$ cat config.mk
export PLATFORM = sky130hd
export DESIGN_NAME = rpy_rot_cell
export DESIGN_NICKNAME = d
export VERILOG_FILES = /design/src/rtl/roll_pitch_yaw_to_rotation_matrix_top_defines.svh /design/src/rtl/rpy_rot_pkg.sv /design/src/rtl/rpy_rot_cell.sv
export SDC_FILE = /design/constraint.sdc
export NUM_CORES = 1
export LEC_CHECK = 0
export BUFFER_PORTS_ARGS = -buffer_cell sky130_fd_sc_hd__buf_2
export CELL_PAD_IN_SITES_DETAIL_PLACEMENT = 0
export CELL_PAD_IN_SITES_GLOBAL_PLACEMENT = 1
export CORE_UTILIZATION = 39
export CTS_CLUSTER_DIAMETER = 50
export DETAILED_ROUTE_END_ITERATION = 8
export GPL_TIMING_DRIVEN = 0
export PLACE_DENSITY_LB_ADDON = 0.1
export RECOVER_POWER = 25
export SLEW_MARGIN = 20
export SYNTH_ARGS = -nofsm -noshare
export SYNTH_HDL_FRONTEND = slang
export SYNTH_SLANG_ARGS = --single-unit
$ cat constraint.sdc
create_clock -name aclk -period 5.5 [get_ports aclk]
set_clock_uncertainty 0.15 [all_clocks]
set_input_delay 1.1 -clock aclk [delete_from_list [all_inputs] [get_ports aclk]]
set_output_delay 1.1 -clock aclk [all_outputs]
set_load 0.02 [all_outputs]
$ cat src/rtl/roll_pitch_yaw_to_rotation_matrix_top_defines.svh
// Assertion macros for the roll-pitch-yaw to rotation matrix block
`ifndef ROLL_PITCH_YAW_TO_ROTATION_MATRIX_TOP_DEFINES_SVH
`define ROLL_PITCH_YAW_TO_ROTATION_MATRIX_TOP_DEFINES_SVH

// condition implies consequence on the next clock edge
`define RPY_ASSERT_NEXT(label, clk, rstn, cond, conseq, msg) \
    label: assert property (@(posedge clk) disable iff (!rstn) (cond) |=> (conseq)) \
        else $error(msg);

// condition implies consequence on the same clock edge
`define RPY_ASSERT_NOW(label, clk, rstn, cond, conseq, msg) \
    label: assert property (@(posedge clk) disable iff (!rstn) (cond) |-> (conseq)) \
        else $error(msg);

`endif

$ cat src/rtl/rpy_rot_pkg.sv
// Types and constants shared by the roll-pitch-yaw rotation matrix block
package rpy_rot_pkg;

    localparam int ANGLE_W = 16;
    localparam int Q_W     = 34;   // internal Q30 width, covers +-8
    localparam int ATAN_ENTRIES = 24;

    localparam logic signed [Q_W-1:0] Q30_PI      = 34'sd3373259426;
    localparam logic signed [Q_W-1:0] Q30_HALF_PI = 34'sd1686629713;
    localparam logic signed [Q_W-1:0] Q30_GAIN    = 34'sd652032874;

    // one CORDIC lane: x, y, residual angle, quadrant flip
    typedef struct packed {
        logic signed [Q_W-1:0] x;
        logic signed [Q_W-1:0] y;
        logic signed [Q_W-1:0] z;
        logic                  flip;
    } lane_t;

    // three lanes carried together down the chain of cells
    typedef struct packed {
        lane_t roll;
        lane_t pitch;
        lane_t yaw;
    } trio_t;

    function automatic logic signed [Q_W-1:0] atan_q30(input logic [4:0] idx);
        logic signed [Q_W-1:0] r;
        begin
            case (idx)
                5'd0:  r = 34'sh3243F6A8;
                5'd1:  r = 34'sh1DAC6705;
                5'd2:  r = 34'sh0FADBAFC;
                5'd3:  r = 34'sh07F56EA6;
                5'd4:  r = 34'sh03FEAB76;
                5'd5:  r = 34'sh01FFD55B;
                5'd6:  r = 34'sh00FFFAAA;
                5'd7:  r = 34'sh007FFF55;
                5'd8:  r = 34'sh003FFFEA;
                5'd9:  r = 34'sh001FFFFD;
                5'd10: r = 34'sh000FFFFF;
                5'd11: r = 34'sh0007FFFF;
                5'd12: r = 34'sh0003FFFF;
                5'd13: r = 34'sh0001FFFF;
                5'd14: r = 34'sh0000FFFF;
                5'd15: r = 34'sh00007FFF;
                5'd16: r = 34'sh00003FFF;
                5'd17: r = 34'sh00001FFF;
                5'd18: r = 34'sh00000FFF;
                5'd19: r = 34'sh000007FF;
                5'd20: r = 34'sh000003FF;
                5'd21: r = 34'sh000001FF;
                5'd22: r = 34'sh000000FF;
                5'd23: r = 34'sh0000007F;
                default: r = '0;
            endcase
            return r;
        end
    endfunction

    // Q30 product, round half up (floor of p + 2^29 over 2^30)
    function automatic logic signed [Q_W-1:0] qmul(input logic signed [Q_W-1:0] a,
                                                   input logic signed [Q_W-1:0] b);
        logic signed [2*Q_W-1:0] p;
        begin
            p = a * b + (68'sd1 <<< 29);
            return Q_W'(p >>> 30);
        end
    endfunction

endpackage

$ cat src/rtl/rpy_rot_cell.sv
// One CORDIC rotation cell: advances three lanes by one micro-rotation
module rpy_rot_cell #(
    parameter int STEP = 0
) (
    input  logic                aclk,
    input  logic                aresetn,
    input  logic                en,
    input  logic                in_valid,
    input  rpy_rot_pkg::trio_t  in_data,
    output logic                out_valid,
    output rpy_rot_pkg::trio_t  out_data
);

    localparam logic signed [rpy_rot_pkg::Q_W-1:0] ATAN = rpy_rot_pkg::atan_q30(5'(STEP));

    logic               valid_reg;
    rpy_rot_pkg::trio_t data_reg;
    rpy_rot_pkg::trio_t data_next;

    function automatic rpy_rot_pkg::lane_t rotate(input rpy_rot_pkg::lane_t l);
        rpy_rot_pkg::lane_t r;
        begin
            r = l;
            if (!l.z[rpy_rot_pkg::Q_W-1]) begin
                r.x = l.x - (l.y >>> STEP);
                r.y = l.y + (l.x >>> STEP);
                r.z = l.z - ATAN;
            end else begin
                r.x = l.x + (l.y >>> STEP);
                r.y = l.y - (l.x >>> STEP);
                r.z = l.z + ATAN;
            end
            return r;
        end
    endfunction

    always_comb begin
        data_next.roll  = rotate(in_data.roll);
        data_next.pitch = rotate(in_data.pitch);
        data_next.yaw   = rotate(in_data.yaw);
    end

    always_ff @(posedge aclk) begin
        if (!aresetn) begin
            valid_reg <= 1'b0;
        end else if (en) begin
            valid_reg <= in_valid;
        end
    end

    always_ff @(posedge aclk) begin
        if (en) begin
            data_reg <= data_next;
        end
    end

    assign out_valid = valid_reg;
    assign out_data  = data_reg;

endmodule

==> impl_metrics.csv <==
group,metric,value,unit
synthesis,synth.distinct_cells,83,
synthesis,yosys.area_share.simple,0.120,
cells_and_area,syn2layout_area_growth,21.3,%
worst_setup_path,reg2reg_setup_slack,4750,ps
worst_setup_path,r2r.worst_path.cells,2,
synthesis,synth_top_flop_cell,"edfxtp_1",
cts,clock_latency,610,ps
power_and_ir_drop,switching_share,0.374,
floorplanning,fp.coreArea,74900,sq um
power_and_ir_drop,p_per_area,288,nW/um^2
floorplanning,io_pins,623,
grt,antenna_found_initial,26,
worst_setup_path,critical-path-max-stage-delay,520,ps
hold_path,hold_class,"flip-flop to flip-flop",
timing,min_period,5140,ps
power_and_ir_drop,p_clk_frac,0.327,
timing,grt_setup_unrepaired,"false",
routing,first_pass_iters,6,
cts,clk_pin_slew_worst_paths,50,ps
synthesis,synth-warning-count,0,
cells_and_area,final_common_cell,"buf_2",
floorplanning,rows,100,
power_and_ir_drop,seq_power_share,0.310,
grt,grt_pass1_wl,164000,microns
worst_setup_path,cp.required,5700,ps
grt,grt_max_degree,78,
power_and_ir_drop,p_comb_frac,0.362,
synthesis,synth_compound_area_frac,0.246,
power_and_ir_drop,power_switching,3.89,mW
cts,cts.sinks,307,
synthesis,syn_avg_cell_area,8.74,sq um
synthesis,synth_xor_area_frac,0.0803,
hold_path,whs_path_depth,2,
worst_setup_path,criticalPathCategory,"input pin to flip-flop",
routing,vias,28300,
routing,drtIter0Drc,2112,
grt,grt.met1_usage,0.350,
timing,finalHoldViolCount,0,
timing,drv_slew,63,
cts,cts_max_level,2,
grt,grt_use_met3,0.0544,
cells_and_area,drive_gt1_frac,0.185,
cells_and_area,nets,4798,
synthesis,synth_cells,3407,
timing,period_share,0.935,
worst_setup_path,crit_arrival,5340,ps
flow_run,cap_violations,1,
grt,overflow,0,
synthesis,syn_nets,4116,
floorplanning,die_y,278,microns
cts,cts_root_buffer,"clkbuf_16",
timing,fin_ws,359,ps
synthesis,synth_edf_count,306,
cts,numCtsBuffers,54,
worst_setup_path,worst_setup_path_start_kind,"input pin",
synthesis,ys_seq_area_frac,0.309,
synthesis,synth_area_leaders,"edfxtp_1, ha_1, a21oi_1",
placement,numPortBuffers,622,
grt,busiest_layer,"met2",
floorplanning,start_util,0.397,
timing,slew_headroom,-1.58,
worst_setup_path,end_kind,"flip-flop",
power_and_ir_drop,p_leak,16.4,nW
placement,pre_cts_ws,-930,ps
placement,dp_hpwl,88800,microns
placement,gp_congestion,0.939,
worst_setup_path,cp_slowest_cell,"clkbuf_4",
grt,grt_pass1_vias,27200,
floorplanning,die_w,278,microns
routing,wirelength,111000,microns
worst_setup_path,worstReg2RegEnd,"out_valid",
worst_setup_path,cp_cell_sequence,"buf_2 > inv_1 > clkbuf_1 > clkbuf_4 > ha_1 > a211oi_2 > o21a_1 > o31a_4 > a21boi_2 > a221o_1 > o41a_1 > a31o_2 > a21o_1 > a21o_1 > a221oi_2 > xnor2_1",
floorplanning,die_area,77400,sq um
synthesis,muxShareOfSynthArea,0.0142,
grt,track_usage,0.273,
synthesis,ys_seq_elements,307,
synthesis,synth_fa_ha_area_frac,0.169,
cts,ctsLongestPathBuffers,3,
routing,routedWlPerCell,21.6,microns
routing,drtAntennaViolNets,0,
timing,hold_ws,384,ps
synthesis,mappedNetlistArea,29800,sq um
synthesis,synthArstFlopShare,0,
worst_setup_path,cp_common_cell,"a21o_1",
synthesis,synth_top_area_frac,0.309,
timing,max_clock_freq,195,MHz
power_and_ir_drop,ir_drop,0.252,mV
routing,drc,0,
status,status,"finished, violations left",
grt,grtUsageMet2,0.457,
worst_setup_path,r2r_start,"out_valid",
synthesis,synth_top_family_by_area,"compound AO/OA/AOI/OAI gates",
cells_and_area,final_cell_mix,"buf_2, a21oi_1, ha_1",
routing,vias_per_cell,5.53,
hold_path,hold_path_end,"out_valid",
status,violations,"max-capacitance violations, max-slew violations",
power_and_ir_drop,power.internal,6.50,mW
synthesis,yosysTopAreaCell,"edfxtp_1",
timing,setup_viol,0,
timing,tightest_slew,3860,ps
hold_path,hp-start,"out_valid",
cts,cts_tree,"built",
worst_setup_path,cp_max_fo,25,
## power by group through the flow
stage	clock network (mW)	registers, mW	logic, mW
final	3.40	3.23	3.77
after floorplan	0	3.75	1.91
after global placement	0	3.29	3.73
after global routing	3.59	3.26	4.07
after CTS	3.50	3.23	3.75
after detailed placement	0	3.26	3.72
## state kept, by name, summed over array words and instances, names as in the netlist
name,count
out_valid,1
out_data,306
## metrics by stage
step / TNS (ps) / cell area (sq um) / power [mW] / util / cells
floorplan: 0 / 29800 / 5.66 / - / 3407
global placement: -527980 / 34100 / 7.01 / 0.455 / 4998
detailed placement: -12800 / 34200 / 6.99 / 0.457 / 5003
CTS: 0 / 36100 / 10.5 / 0.481 / 5101
global route: 0 / 36100 / 10.9 / 0.481 / 5111
finish: 0 / 36100 / 10.4 / 0.482 / 5118
## how the worst max path moves through the flow
stage	depth (start not counted)	slack, ps	startpoint	endpoint
floorplan	16	400	in_data[34]	out_data[33]
global placement	16	-1790	in_data[137]	out_data[136]
detailed placement	16	-930	in_data[34]	out_data[32]
CTS	16	40	in_data[240]	out_data[238]
global route	16	50	in_data[240]	out_data[238]
finish	16	360	in_data[240]	out_data[239]
## cells by family after synthesis
family                     Yosys count
DFF                                307
muxes                               42
buffers and inverters              477
AOI/OAI and AO/OA                 1158
xor gates and xnor gates           273
and+or+nand+nor                    754
adders and majority gates          396
## per-layer routing
layer,share of wire,routed length (microns),up-vias
met3,0.072,8000,210
met2,0.47,52100,1037
li1,-,-,13600
met4,0.033,3680,18
met5,0.0011,120,-
met1,0.42,46600,13400
## cell usage after synthesis, drive strengths merged (17+ instances only)
master and number:
a21o 130, a21oi 438, clkbuf 99, nand2b 40
a211oi 38, mux2i 41, buf 39, o21a 35
o31ai 30, nor2 285, nand2 142, o21bai 97
inv 334, o211ai 17, edfxtp 306, nor2b 50
nand3 47, xnor2 224, xor2 49, nor3 73
nor4 17, o21ai 205, a31oi 20, nand4 25
ha 384
## cell type report
type | count | area [sq um]
Fill cell | 7526 | 38800
Buffer | 135 | 538
Clock buffer | 59 | 1370
Timing Repair Buffer | 629 | 3250
Sequential cell | 307 | 9210
Multi-Input combinational cell | 2623 | 18800
Inverter | 339 | 1280
Clock inverter | 40 | 448
Antenna cell | 17 | 42.5
Tap cell | 969 | 1210
## timing repair
item | in CTS | in global routing
pin swaps | 0 | 0
hold buffers | 0 | 0
gates resized for setup | 1 | 5
endpoints found under the setup margin | 5 | 13
setup buffers | 0 | 2
## critical path, delay by kind of cell
kind,cells,cell delay (ps)
AOI/OAI and AO/OA,10,2400
xor gates and xnor gates,1,110
buffers and inverters,4,1370
adders and majority gates,1,330
Power figures use the tool's default switching activity.
